==> src/rtl/core/hrcp_pkg.sv <==
`timescale 1ns / 1ps
`default_nettype none
// ----------------------------------------------------------------------------
// hrcp_pkg
// shared constants, error codes and result type of the command line parser
// ----------------------------------------------------------------------------
package hrcp_pkg;

    localparam int MAX_LINE = 256;
    localparam int MAX_DATA = 4;

    localparam int LEN_W   = $clog2(MAX_LINE + 1);
    localparam int BC_W    = $clog2(MAX_DATA + 1);
    localparam int DATA_W  = 8 * MAX_DATA;
    localparam int IN_W    = 8;
    localparam int RES_W   = 1 + 3 + 8 + 8 + 8 + 8 + 32 + 3 + 4;
    localparam int TDATA_W = ((RES_W + 7) / 8) * 8;

    localparam logic [7:0] CH_NUL   = 8'h00;
    localparam logic [7:0] CH_TAB   = 8'h09;
    localparam logic [7:0] CH_LF    = 8'h0A;
    localparam logic [7:0] CH_CR    = 8'h0D;
    localparam logic [7:0] CH_SPACE = 8'h20;

    localparam logic [3:0] ERR_OK      = 4'd0;
    localparam logic [3:0] ERR_CMD     = 4'd1;
    localparam logic [3:0] ERR_DEVTYPE = 4'd2;
    localparam logic [3:0] ERR_DEVNUM  = 4'd3;
    localparam logic [3:0] ERR_PAGE    = 4'd4;
    localparam logic [3:0] ERR_ADDR    = 4'd5;
    localparam logic [3:0] ERR_LENGTH  = 4'd6;
    localparam logic [3:0] ERR_EXTRA   = 4'd7;
    localparam logic [3:0] ERR_RANGE   = 4'd8;
    localparam logic [3:0] ERR_TOOMANY = 4'd9;
    localparam logic [3:0] ERR_DATA    = 4'd10;
    localparam logic [3:0] ERR_NODATA  = 4'd11;
    localparam logic [3:0] ERR_TOOLONG = 4'd12;

    localparam logic [2:0] DEV_DC = 3'd0;
    localparam logic [2:0] DEV_FF = 3'd1;
    localparam logic [2:0] DEV_CL = 3'd2;
    localparam logic [2:0] DEV_MC = 3'd3;
    localparam logic [2:0] DEV_FP = 3'd4;

    // first field in the highest bits, last field in the lowest bits
    typedef struct packed {
        logic [3:0]  error_code;
        logic [2:0]  data_count;
        logic [31:0] write_data;
        logic [7:0]  read_length;
        logic [7:0]  register_address;
        logic [7:0]  page_number;
        logic [7:0]  device_number;
        logic [2:0]  device_type;
        logic        is_write;
    } t_result;

endpackage
`default_nettype wire

==> src/rtl/core/hrcp_parser.sv <==
`timescale 1ns / 1ps
`default_nettype none
// ----------------------------------------------------------------------------
// hrcp_parser
// per-character parse state and next-state logic; builds the result on newline
// ----------------------------------------------------------------------------
module hrcp_parser (
    input  wire logic                   i_clk,
    input  wire logic                   i_rst_n,
    input  wire logic                   i_step,
    input  wire logic [7:0]             i_byte,
    output logic                        o_emit,
    output hrcp_pkg::t_result           o_result
);
    import hrcp_pkg::*;

    typedef enum logic [3:0] {
        PH_CMD, PH_CMD_SEP, PH_DEV1, PH_DEV2, PH_DEV_SEP, PH_DEVNUM,
        PH_PAGE, PH_ADDR, PH_RLEN, PH_RTAIL, PH_DATA, PH_DONE
    } t_phase;

    t_phase              r_phase, n_phase;
    logic [1:0]          r_digits, n_digits;
    logic [7:0]          r_acc, n_acc;
    logic [LEN_W-1:0]    r_len;
    logic [3:0]          r_err, n_err;
    logic                r_first_cr;
    logic                r_wr, n_wr;
    logic [2:0]          r_type, n_type;
    logic [7:0]          r_devnum, n_devnum;
    logic [7:0]          r_page, n_page;
    logic [7:0]          r_addr, n_addr;
    logic [7:0]          r_rlen, n_rlen;
    logic [DATA_W-1:0]   r_data, n_data;
    logic [BC_W-1:0]     r_bc, n_bc;

    logic                sp, is_end, is_lf, hex_ok, in_range, empty_line, line_over;
    logic [3:0]          hex_val;

    function automatic logic [3:0] field_err(input t_phase ph);
        unique case (ph)
            PH_DEVNUM: field_err = ERR_DEVNUM;
            PH_PAGE:   field_err = ERR_PAGE;
            PH_ADDR:   field_err = ERR_ADDR;
            PH_RLEN:   field_err = ERR_LENGTH;
            default:   field_err = ERR_DATA;
        endcase
    endfunction

    // error after an end mark between tokens; the phase always becomes done
    function automatic logic [3:0] gap_err(input t_phase ph, input logic wr,
                                           input logic [7:0] rlen,
                                           input logic [BC_W-1:0] bc,
                                           input logic [3:0] err);
        logic [3:0] e;
        e = err;
        if (ph == PH_DEVNUM || ph == PH_PAGE || ph == PH_ADDR) begin
            e = field_err(ph);
        end else if (err == ERR_OK) begin
            if (!wr && (rlen == 8'd0 || rlen > 8'(MAX_DATA))) begin
                e = ERR_RANGE;
            end else if (wr && bc == '0) begin
                e = ERR_NODATA;
            end
        end
        return e;
    endfunction

    always_comb begin
        sp     = (i_byte == CH_SPACE) || (i_byte == CH_TAB);
        is_lf  = (i_byte == CH_LF);
        is_end = (i_byte == CH_NUL) || (i_byte == CH_CR) || is_lf;
        hex_ok  = 1'b1;
        hex_val = 4'd0;
        if (i_byte >= "0" && i_byte <= "9") begin
            hex_val = 4'(i_byte - "0");
        end else if (i_byte >= "A" && i_byte <= "F") begin
            hex_val = 4'(i_byte - "A" + 8'd10);
        end else if (i_byte >= "a" && i_byte <= "f") begin
            hex_val = 4'(i_byte - "a" + 8'd10);
        end else begin
            hex_ok = 1'b0;
        end
    end

    always_comb begin
        n_phase  = r_phase;
        n_digits = r_digits;
        n_acc    = r_acc;
        n_err    = r_err;
        n_wr     = r_wr;
        n_type   = r_type;
        n_devnum = r_devnum;
        n_page   = r_page;
        n_addr   = r_addr;
        n_rlen   = r_rlen;
        n_data   = r_data;
        n_bc     = r_bc;
        unique case (r_phase)
            PH_CMD: begin
                if (!sp) begin
                    if (i_byte == "r" || i_byte == "R") begin
                        n_wr = 1'b0;
                        n_phase = PH_CMD_SEP;
                    end else if (i_byte == "w" || i_byte == "W") begin
                        n_wr = 1'b1;
                        n_phase = PH_CMD_SEP;
                    end else begin
                        n_err = ERR_CMD;
                        n_phase = PH_DONE;
                    end
                end
            end
            PH_CMD_SEP: begin
                if (sp) begin
                    n_phase = PH_DEV1;
                end else begin
                    n_err = ERR_CMD;
                    n_phase = PH_DONE;
                end
            end
            PH_DEV1: begin
                if (!sp) begin
                    if (i_byte == "D" || i_byte == "F" || i_byte == "C" || i_byte == "M") begin
                        n_acc = i_byte;
                        n_phase = PH_DEV2;
                    end else begin
                        n_err = ERR_DEVTYPE;
                        n_phase = PH_DONE;
                    end
                end
            end
            PH_DEV2: begin
                n_acc = 8'd0;
                n_phase = PH_DEV_SEP;
                if (r_acc == "D" && i_byte == "C") begin
                    n_type = DEV_DC;
                end else if (r_acc == "F" && i_byte == "F") begin
                    n_type = DEV_FF;
                end else if (r_acc == "C" && i_byte == "L") begin
                    n_type = DEV_CL;
                end else if (r_acc == "M" && i_byte == "C") begin
                    n_type = DEV_MC;
                end else if (r_acc == "F" && i_byte == "P") begin
                    n_type = DEV_FP;
                end else begin
                    n_err = ERR_DEVTYPE;
                    n_phase = PH_DONE;
                end
            end
            PH_DEV_SEP: begin
                if (sp) begin
                    n_phase = PH_DEVNUM;
                    n_digits = 2'd0;
                end else begin
                    n_err = ERR_DEVTYPE;
                    n_phase = PH_DONE;
                end
            end
            PH_DEVNUM, PH_PAGE, PH_ADDR, PH_RLEN, PH_DATA: begin
                if (r_digits == 2'd0) begin
                    if (sp) begin
                        n_phase = r_phase;
                    end else if (is_end) begin
                        n_err = gap_err(r_phase, r_wr, r_rlen, r_bc, r_err);
                        n_phase = PH_DONE;
                    end else if (r_phase == PH_DATA && r_bc >= BC_W'(MAX_DATA)) begin
                        n_err = ERR_TOOMANY;
                        n_phase = PH_DONE;
                    end else if (!hex_ok) begin
                        n_err = field_err(r_phase);
                        n_phase = PH_DONE;
                    end else begin
                        n_acc = {4'd0, hex_val};
                        n_digits = 2'd1;
                    end
                end else if (hex_ok && r_digits == 2'd1) begin
                    n_acc = {r_acc[3:0], hex_val};
                    n_digits = 2'd2;
                end else if (sp || is_end) begin
                    // commit the finished byte
                    unique case (r_phase)
                        PH_DEVNUM: begin
                            n_devnum = r_acc;
                            n_phase = PH_PAGE;
                        end
                        PH_PAGE: begin
                            n_page = r_acc;
                            n_phase = PH_ADDR;
                        end
                        PH_ADDR: begin
                            n_addr = r_acc;
                            n_phase = r_wr ? PH_DATA : PH_RLEN;
                        end
                        PH_RLEN: begin
                            n_rlen = r_acc;
                            n_phase = PH_RTAIL;
                        end
                        default: begin
                            if (r_bc < BC_W'(MAX_DATA)) begin
                                for (int i = 0; i < MAX_DATA; i++) begin
                                    if (r_bc == BC_W'(i)) begin
                                        n_data[i*8 +: 8] = r_acc;
                                    end
                                end
                                n_bc = r_bc + 1'b1;
                            end
                        end
                    endcase
                    n_digits = 2'd0;
                    n_acc = 8'd0;
                    if (is_end) begin
                        n_err = gap_err(n_phase, r_wr, n_rlen, n_bc, r_err);
                        n_phase = PH_DONE;
                    end
                end else begin
                    n_err = field_err(r_phase);
                    n_phase = PH_DONE;
                end
            end
            PH_RTAIL: begin
                if (!sp) begin
                    n_err = is_end ? gap_err(r_phase, r_wr, r_rlen, r_bc, r_err) : ERR_EXTRA;
                    n_phase = PH_DONE;
                end
            end
            default: begin
                n_phase = r_phase;
            end
        endcase
    end

    assign in_range   = (r_len < LEN_W'(MAX_LINE - 1));
    assign line_over  = (r_len >= LEN_W'(MAX_LINE));
    assign empty_line = (r_len == '0) || (r_len == LEN_W'(1) && r_first_cr);
    assign o_emit     = is_lf && !empty_line;

    always_comb begin
        o_result = '0;
        if (line_over) begin
            o_result.error_code = ERR_TOOLONG;
        end else begin
            o_result.is_write         = n_wr;
            o_result.device_type      = n_type;
            o_result.device_number    = n_devnum;
            o_result.page_number      = n_page;
            o_result.register_address = n_addr;
            o_result.read_length      = n_rlen;
            o_result.write_data       = 32'(n_data);
            o_result.data_count       = 3'(n_bc);
            o_result.error_code       = n_err;
        end
    end

    always_ff @(posedge i_clk) begin
        if (!i_rst_n || (i_step && is_lf)) begin
            r_phase    <= PH_CMD;
            r_digits   <= 2'd0;
            r_acc      <= 8'd0;
            r_len      <= '0;
            r_err      <= ERR_OK;
            r_first_cr <= 1'b0;
            r_wr       <= 1'b0;
            r_type     <= DEV_DC;
            r_devnum   <= 8'd0;
            r_page     <= 8'd0;
            r_addr     <= 8'd0;
            r_rlen     <= 8'd1;
            r_data     <= '0;
            r_bc       <= '0;
        end else if (i_step) begin
            if (in_range) begin
                if (r_len == '0) begin
                    r_first_cr <= (i_byte == CH_CR);
                end
                r_len    <= r_len + 1'b1;
                r_phase  <= n_phase;
                r_digits <= n_digits;
                r_acc    <= n_acc;
                r_err    <= n_err;
                r_wr     <= n_wr;
                r_type   <= n_type;
                r_devnum <= n_devnum;
                r_page   <= n_page;
                r_addr   <= n_addr;
                r_rlen   <= n_rlen;
                r_data   <= n_data;
                r_bc     <= n_bc;
            end else begin
                r_len <= LEN_W'(MAX_LINE);
            end
        end
    end

endmodule
`default_nettype wire

==> src/rtl/core/hrcp_out_reg.sv <==
`timescale 1ns / 1ps
`default_nettype none
// ----------------------------------------------------------------------------
// hrcp_out_reg
// result register driving the master-side stream
// ----------------------------------------------------------------------------
module hrcp_out_reg (
    input  wire logic                          i_clk,
    input  wire logic                          i_rst_n,
    input  wire logic                          i_load,
    input  wire hrcp_pkg::t_result             i_result,
    output logic                               o_can_load,
    output logic                               o_m_tvalid,
    input  wire logic                          i_m_tready,
    output logic [hrcp_pkg::TDATA_W-1:0]       o_m_tdata
);
    import hrcp_pkg::*;

    logic    r_valid;
    t_result r_result;

    assign o_can_load = !r_valid || i_m_tready;
    assign o_m_tvalid = r_valid;
    assign o_m_tdata  = TDATA_W'(r_result);

    always_ff @(posedge i_clk) begin
        if (!i_rst_n) begin
            r_valid <= 1'b0;
        end else if (o_can_load) begin
            r_valid <= i_load;
        end
        if (i_load && o_can_load) begin
            r_result <= i_result;
        end
    end

endmodule
`default_nettype wire

==> src/rtl/core/hex_register_command_parser_unit.sv <==
`timescale 1ns / 1ps
`default_nettype none
// ----------------------------------------------------------------------------
// hex_register_command_parser_unit
// streaming parser for text register read/write command lines
// ----------------------------------------------------------------------------
// One character is taken per beat and parsed on the fly, with no line buffer.
// A beat can be accepted in every cycle, the newline included, and the input
// stalls only when a newline result finds the result register full and not
// being drained. A result is offered on the master side once its newline
// beat has passed the input register and then the result register. Empty
// lines and lines holding only a carriage return give no result; a line of
// MAX_LINE or more characters reports too-long.
module hex_register_command_parser_unit (
    input  wire logic                          i_clk,
    input  wire logic                          i_rst_n,
    input  wire logic                          i_s_tvalid,
    output logic                               o_s_tready,
    input  wire logic [hrcp_pkg::IN_W-1:0]     i_s_tdata,   // rx_byte
    output logic                               o_m_tvalid,
    input  wire logic                          i_m_tready,
    // is_write, device_type, device_number, page_number, register_address,
    // read_length, write_data, data_count, error_code, zero pad
    output logic [hrcp_pkg::TDATA_W-1:0]       o_m_tdata
);
    import hrcp_pkg::*;

    logic            r_in_valid;
    logic [IN_W-1:0] r_in_byte;
    logic            emit, can_load, step;
    t_result         result;

    assign step       = r_in_valid && (!emit || can_load);
    assign o_s_tready = !r_in_valid || step;

    always_ff @(posedge i_clk) begin
        if (!i_rst_n) begin
            r_in_valid <= 1'b0;
        end else if (o_s_tready) begin
            r_in_valid <= i_s_tvalid;
        end
        if (o_s_tready && i_s_tvalid) begin
            r_in_byte <= i_s_tdata;
        end
    end

    hrcp_parser u_parser (
        .i_clk    (i_clk),
        .i_rst_n  (i_rst_n),
        .i_step   (step),
        .i_byte   (r_in_byte),
        .o_emit   (emit),
        .o_result (result)
    );

    hrcp_out_reg u_out_reg (
        .i_clk      (i_clk),
        .i_rst_n    (i_rst_n),
        .i_load     (step && emit),
        .i_result   (result),
        .o_can_load (can_load),
        .o_m_tvalid (o_m_tvalid),
        .i_m_tready (i_m_tready),
        .o_m_tdata  (o_m_tdata)
    );

endmodule
`default_nettype wire

==> config.mk <==
export PLATFORM = sky130hd
export DESIGN_NAME = hex_register_command_parser_unit
export DESIGN_NICKNAME = d
export VERILOG_FILES = /design/src/rtl/core/hrcp_pkg.sv /design/src/rtl/core/hrcp_parser.sv /design/src/rtl/core/hrcp_out_reg.sv /design/src/rtl/core/hex_register_command_parser_unit.sv
export SDC_FILE = /design/constraint.sdc
export NUM_CORES = 1
export LEC_CHECK = 0
export ABC_AREA = 1
export BUFFER_PORTS_ARGS = -buffer_cell sky130_fd_sc_hd__buf_2
export CORE_ASPECT_RATIO = 1.5
export CORE_MARGIN = 8
export CORE_UTILIZATION = 50
export DETAILED_ROUTE_END_ITERATION = 12
export GPL_ROUTABILITY_DRIVEN = 0
export PLACE_DENSITY = 0.72
export SLEW_MARGIN = 15
export SYNTH_ARGS = -nofsm -noshare
export SYNTH_HDL_FRONTEND = slang
export SYNTH_SLANG_ARGS = --single-unit
==> constraint.sdc <==
create_clock -name i_clk -period 3.4 [get_ports i_clk]
set_clock_uncertainty 0.05 [all_clocks]
set_input_delay 0 -clock i_clk [delete_from_list [all_inputs] [get_ports i_clk]]
set_output_delay 0 -clock i_clk [all_outputs]
set_load 0.03 [all_outputs]
==> results by group, run 1 <==
Logic synthesis
  – Mux contribution to synthesized area: 0
  – Syn Inst Count: 1,282
  – Async set-reset flop share out of synthesis: 0
  – Adder-Cell Fraction of Synth Area: 0.01404
  – Avg Cell Area, Syn: 7.645 µm²
  – Simple-Gate Fraction of Synth Area: 0.2400
  – Main synth FF type: dfxtp_1
  – Seq/Total Area, Yosys: 0.4606
  – Synth Area in Compound Gates: 0.1734
  – Largest family of logic cells by synthesized area: simple AND/OR/NAND/NOR gates
  – Post-Syn Area: 9801 µm²
  – Xor-xnor portion of the synthesized cell area: 0.002681
  – Ys Warns: 0
  – Post-synth EDFFs: 83
  – Post-synth top area share: 0.2543
  – Distinct cell type count after synthesis: 44
  – Area leader, netlist: edfxtp_1
  – Area contributors post-synth: edfxtp_1 25%, dfxtp_1 21%, nand2_1 8.7%, inv_1 7.2%, a21oi_1 5.4%
  – Post-synthesis register bit count: 184

GRT
  – GR Util All Layers: 0.2161
  – Initial antenna violation count: 0
  – M3 GR Usage: 0.04452
  – Number of global-route vias before repair: 8,526
  – Met2 usage: 0.3701
  – Largest net degree at the start of global routing: 110
  – GR peak layer: met2
  – Grt ovf: 0
  – Wire length of the first global-routing pass: 41.70 mm
  – GR Layer Usage met1: 0.2328

Routing
  – Vias: 9,120
  – DR WL/cell: 16.08 µm
  – DRC Markers: 0
  – Vias per cell: 5.609
  – Iter 0 DRT Violations: 1,114
  – Post-route ant nets: 0
  – Routed wire length: 26.15 mm
  – DRT Pass-1 Iters: 6

Final layout
  – Commonest non-fill, non-tap cell in the layout: nand2_1
  – Final net count: 1,380
  – Multi-input gate area: 4242 µm²
  – Number of diodes: 0
  – Share of cells above drive strength 1: 0.1336
  – Storage cell area: 4516 µm²
  – Area growth syn-to-layout: 14.38%
  – Most frequent cells in the layout: 228 x nand2_1, 186 x inv_1, 109 x nor2_1, 105 x a21oi_1, 100 x dfxtp_1
  – Fillers: 1,771

Critical path
  – WS Path Type: flip-flop to flip-flop
  – FF-to-FF Start: r_in_byte[0]
  – Worst EP required: 3.50 ns
  – Critical-path maximum fanout: 16
  – FF-to-FF path depth: 13
  – Critical Path AT: 3.12 ns
  – R2r setup slk: 0.38 ns
  – Reg2reg end: u_out_reg.o_m_tdata[41]
  – Critical Path End Type: flip-flop
  – Worst Setup SP: r_in_byte[0]
  – CP Launch Type: flip-flop

Power and ir drop
  – Peak supply drop: 0.2964 mV
  – Total power: 5.834 mW
  – Leakage power: 4.959 nW
  – Pwr per Cell Area: 520.4 nW/µm²

STA
  – Unrepaired setup endpoints after global routing: false
  – Setup TNS: 0 ns
  – Worst Tran Pin Value: 0.8690 ns
  – Final setup fails: 0
  – Final period util: 0.8880
  – Max-slew violation count: 0
  – Minimum clock period: 3.019 ns
  – Fmax: 331.2 MHz
  – Final hold violations: 0
  – Min Hold Slack: 0.09247 ns
  – Relative slew slack: 0.4206

Die
  – Ports: 94
  – Starting Density: 0.5115
  – Core ar.: 19,160 µm²
  – Die H: 187.5 µm
  – Rows: 62
  – Die Footprint: 24,430 µm²
  – Die Wd: 130.3 µm

Min path
  – Hold_sp: i_s_tvalid
  – Hold Path Depth: 3
  – Hold Path Class: primary input to flip-flop
  – Hold path endpoint: r_in_byte[1]

Clocking
  – Clk_lat worst skew: 0.44 ns
  – Postcts setup bufs: 0
  – Worst-path clk slew: 0.07 ns
  – Max clock buf depth: 2
  – Clock tree sinks: 184
  – H-Tree Depth: 4
  – CTS Buf Count: 17
  – TritonCTS clock tree: done
  – Clock root buffer master: clkbuf_16

Placed design
  – Port Buffers: 88
  – DP Wirelength: 18.43 mm

Flow run
  – Max_cap viols: 0

Outcome
  – Outcome: completed
-- cells in the mapped netlist (8+ instances only) --
| master | number |
|---|---|
| nor2_2 | 11 |
| nand3_1 | 90 |
| inv_2 | 12 |
| nor2_1 | 110 |
| ha_1 | 11 |
| edfxtp_1 | 83 |
| o21ai_0 | 99 |
| o21ai_1 | 10 |
| o211ai_1 | 51 |
| inv_1 | 187 |
| a21oi_1 | 105 |
| a211oi_1 | 8 |
| nand2_1 | 228 |
| buf_2 | 13 |
| clkbuf_1 | 38 |
| nor3_1 | 16 |
| dfxtp_1 | 101 |
| nand4_1 | 47 |
-- through the flow --
step	utilization	cells	worst slack (ns)	cell area, µm²
final	0.5850	1626	0.3808	11210
after global placement	0.5458	1583	0.4793	10460
after floorplan	-	1286	0.08471	9816
after CTS	0.5850	1626	0.3504	11210
after global routing	0.5850	1626	0.05488	11210
after detailed placement	0.5458	1583	0.3610	10460
-- cells by family (layout without fill, tap and decap cells) --
group / after synthesis / count (layout)
simple gates: 521 / 521
compound gates: 297 / 297
buf+inv: 265 / 349
flops: 184 / 184
fa+ha+maj: 11 / 11
xor+xnor: 3 / 3
other cells: 1 / 5
-- final cells by class --
class | count | area share
tap | 256 | 0.02857
timing repair buffer | 118 | 0.06630
clock buffer | 21 | 0.04588
inverter | 199 | 0.06664
multi-input combinational | 837 | 0.3784
sequential | 184 | 0.4028
clock inverter | 11 | 0.01139
-- worst max path at each step --
stage | to | slack (ns) | depth (start not counted)
2_1_floorplan | u_out_reg.o_m_tdata[0] | 0.08 | 11
3_3_place_gp | u_out_reg.o_m_tdata[67] | 0.48 | 13
3_5_place_dp | u_out_reg.o_m_tdata[67] | 0.36 | 13
4_1_cts | u_out_reg.o_m_tdata[67] | 0.35 | 13
5_1_grt | u_parser.r_data[24] | 0.05 | 15
6_report | u_out_reg.o_m_tdata[41] | 0.38 | 13
-- layer usage --
| layer | share of wire | routed length (µm) |
|---|---|---|
| met5 | 0 | 0 |
| met2 | 0.50 | 12980 |
| met1 | 0.38 | 10010 |
| met3 | 0.063 | 1644 |
| met4 | 0.058 | 1512 |
-- repair_timing --
item,in CTS,in global routing
endpoints found under the hold margin,10,0
setup endpoints to repair,0,1
resized for setup,0,1
hold buffers,11,0
-- worst max-delay path, stage by stage (launching register included) --
cell      delay, ns
edfxtp_1       0.49
inv_1          0.17
ha_1           0.22
nand2_1        0.08
o21ai_0        0.15
inv_1          0.07
nand2_2        0.10
nand2_2        0.18
o21ai_4        0.26
nand3_4        0.10
inv_2          0.23
nand3_1        0.34
nand2_1        0.20
a21oi_1        0.08
-- where the power goes --
group	switching, mW	internal, mW	leakage, nW	total, mW
Sequential	0.112	2.42	1.58	2.53
Clock	0.862	1.24	0.321	2.11
Combinational	0.833	0.365	3.06	1.20
Total	1.81	4.03	4.96	5.83
-- sequential cells by signal, summed over array words and instances, names as in the netlist --
signal                count
r_in_byte                 8
u_parser.r_wr             1
u_parser.r_acc            8
u_out_reg.o_m_tdata      75
u_parser.r_type           3
u_parser.r_phase          4
u_parser.r_devnum         8
u_parser.r_err            4
u_parser.r_page           8
u_parser.r_first_cr       1
u_parser.r_addr           8
u_parser.r_rlen           8
u_parser.r_digits         2
u_parser.r_len            9
u_parser.r_bc             3
r_in_valid                1
u_parser.r_data          32
u_out_reg.o_m_tvalid      1
Note: power is estimated with default switching activity, not from simulation.
==> run 2: changes to the inputs <==
--- a/config.mk
+++ b/config.mk
@@ -9,10 +9,10 @@
 export BUFFER_PORTS_ARGS = -buffer_cell sky130_fd_sc_hd__buf_2
 export CORE_ASPECT_RATIO = 1.5
 export CORE_MARGIN = 8
-export CORE_UTILIZATION = 50
+export CORE_UTILIZATION = 54
 export DETAILED_ROUTE_END_ITERATION = 12
 export GPL_ROUTABILITY_DRIVEN = 0
-export PLACE_DENSITY = 0.72
+export PLACE_DENSITY = 0.77
 export SLEW_MARGIN = 15
 export SYNTH_ARGS = -nofsm -noshare
 export SYNTH_HDL_FRONTEND = slang
==> run 2 against run 1 <==
- combinational power hardly changed
- first-iteration DRC count shrank 9.0%
- wire length shrank 1.1%
- hold slack better by 0.12 ns
- largest power group unchanged
==> results by group, run 2 (synthesis results as in run 1) <==
Power and ir drop
  – Logic pwr share: 0.210
  – Sw Pwr: 1.786 mW
  – Peak supply drop: 0.2391 mV
  – Sw frac: 0.3161
  – Pwr per Cell Area: 510.1 nW/µm²
  – Register share of total power: 0.450
  – Internal: 3.863 mW
  – Clk pwr share: 0.341
  – Leakage power: 4.911 nW

Routing
  – Vias per cell: 5.762
  – Routed wire length: 25.86 mm
  – Iter 0 DRT Violations: 1,014
  – DR WL/cell: 16.32 µm
  – Vias: 9,133
  – DRT Pass-1 Iters: 7
  – Post-route ant nets: 0
  – DRC Markers: 0

Clocking
  – Worst-path clk slew: 0.06 ns
  – H-Tree Depth: 4
  – Post_cts resized: 0
  – Clock tree sinks: 184
  – CTS Buf Count: 17
  – Max clock buf depth: 2
  – TritonCTS clock tree: done
  – Clock root buffer master: clkbuf_16
  – Clk_lat worst skew: 0.43 ns

Final layout
  – Number of diodes: 0
  – Area growth syn-to-layout: 12.98%
  – Commonest non-fill, non-tap cell in the layout: nand2_1
  – Share of cells above drive strength 1: 0.1287
  – Final net count: 1,379
  – Fillers: 1,575
  – Most frequent cells in the layout: 228 x nand2_1, 186 x inv_1, 109 x nor2_1, 105 x a21oi_1, 100 x dfxtp_1
  – Max reg flops: 75

Critical path
  – FF-to-FF path depth: 14
  – Worst EP required: 3.67 ns
  – Reg2reg end: u_out_reg.o_m_tvalid
  – Most used cell, CP: inv_2
  – WP depth: 14
  – CP Launch Type: flip-flop
  – Worst path bufs/invs: 6
  – Critical Path AT: 3.34 ns
  – Critical-path maximum fanout: 25
  – Worst Setup SP: r_in_byte[0]
  – WS Path Type: flip-flop to flip-flop
  – Max stage delay on crit path: 0.55 ns
  – FF-to-FF Start: r_in_byte[0]
  – Worst setup path end: u_out_reg.o_m_tvalid
  – Family with the most delay on the worst path: buffers and inverters
  – Slowest cell on crit path: dlygate4sd3_1
  – Worst-path cell chain: inv_1, ha_1, inv_1, nor3_1, nand2_1, inv_2, nand3_1, nand2_1, inv_2, nand3_1, inv_2, nor2_1, nor2_1, dlygate4sd3_1
  – R2r setup slk: 0.32 ns
  – Critical Path End Type: flip-flop

GRT
  – Largest net degree at the start of global routing: 110
  – Grt ovf: 0
  – Wire length of the first global-routing pass: 41.91 mm
  – GR Util All Layers: 0.2254
  – Number of global-route vias before repair: 8,700
  – Initial antenna violation count: 0

Die
  – Die Footprint: 22,810 µm²
  – Die H: 181.0 µm
  – Rows: 60
  – Die Wd: 126 µm
  – Starting Density: 0.5485
  – Core ar.: 17,870 µm²
  – Ports: 94

STA
  – Fmax: 325.2 MHz
  – Setup TNS: 0 ns
  – Unrepaired setup endpoints after global routing: false
  – Min Hold Slack: 0.2133 ns
  – Max-slew violation count: 0
  – Relative slew slack: 0.4260
  – Final setup fails: 0
  – Final hold violations: 0
  – Minimum clock period: 3.075 ns
  – Worst Tran Pin Value: 0.8610 ns
  – Final period util: 0.9044

Min path
  – Hold Path Class: primary input to flip-flop
  – Hold Path Depth: 6

Flow run
  – Max_cap viols: 0

Outcome
  – Outcome: completed

Placed design
  – Port Buffers: 88
  – DP Wirelength: 18.08 mm
-- run 2: cell count changes in the layout (fill, tap and decap cells not counted), sizes merged --
cell,delta
clkinv,+1
buf,-2
clkbuf,-1
dlygate4sd3,+1
inv,-1
-- run 2: how the worst min path moves through the flow --
stage                  from  slack [ns]                 to
6_report         i_m_tready        0.21  u_parser.r_len[1]
4_1_cts          i_m_tready        0.19  u_parser.r_len[1]
2_1_floorplan  i_s_tdata[0]        0.05       r_in_byte[0]
5_1_grt        i_s_tdata[6]        0.23       r_in_byte[6]
3_3_place_gp   i_s_tdata[5]        0.13       r_in_byte[5]
3_5_place_dp   i_s_tdata[6]        0.13       r_in_byte[6]
-- run 2: cell type report --
class | instances | area (µm²) | share of cell area
timing repair buffer | 117 | 738.2 | 0.06667
clock buffer | 20 | 436.7 | 0.03944
multi-input combinational | 837 | 4242 | 0.3831
tap | 217 | 271.5 | 0.02452
sequential | 184 | 4516 | 0.4078
inverter | 199 | 747.0 | 0.06746
clock inverter | 11 | 122.6 | 0.01107
-- run 2: per-stage QoR --
step | setup slack, ns | std cells | util | instance area, µm² | power (mW)
after floorplan | 0.08471 | 1286 | - | 9816 | 3.417
after global placement | 0.5113 | 1542 | 0.5817 | 10390 | 3.698
after detailed placement | 0.3658 | 1542 | 0.5817 | 10390 | 3.725
after CTS | 0.3474 | 1585 | 0.6197 | 11070 | 5.633
after global routing | 0.04521 | 1585 | 0.6197 | 11070 | 5.877
final | 0.3250 | 1585 | 0.6197 | 11070 | 5.648
-- run 2: repair_timing --
item / in CTS / in global routing
hold buffers: 12 / 0
setup buffers: 0 / 0
hold endpoints to repair: 10 / 0
-- run 2: power by group through the flow --
stage / sequential [mW] / combinational (mW) / clock, mW
2_1_floorplan: 2.52 / 0.898 / 0
3_3_place_gp: 2.58 / 1.12 / 0
3_5_place_dp: 2.58 / 1.14 / 0
4_1_cts: 2.53 / 1.16 / 1.94
5_1_grt: 2.55 / 1.31 / 2.02
6_report: 2.54 / 1.18 / 1.92
-- run 2: layer usage --
metal	vias to the layer above	GRT usage	part of all wire
met4	0	0.1479	0.058
li1	4468	-	-
met3	114	0.04332	0.071
met5	-	0	0
met1	4129	0.2401	0.37
met2	422	0.3976	0.50
-- run 2: worst min-delay path, stage by stage --
cell     delay (ns)
buf_2          0.08
nor2_1         0.05
nand3_1        0.08
nand2_1        0.24
nand2_1        0.13
a21oi_1        0.06
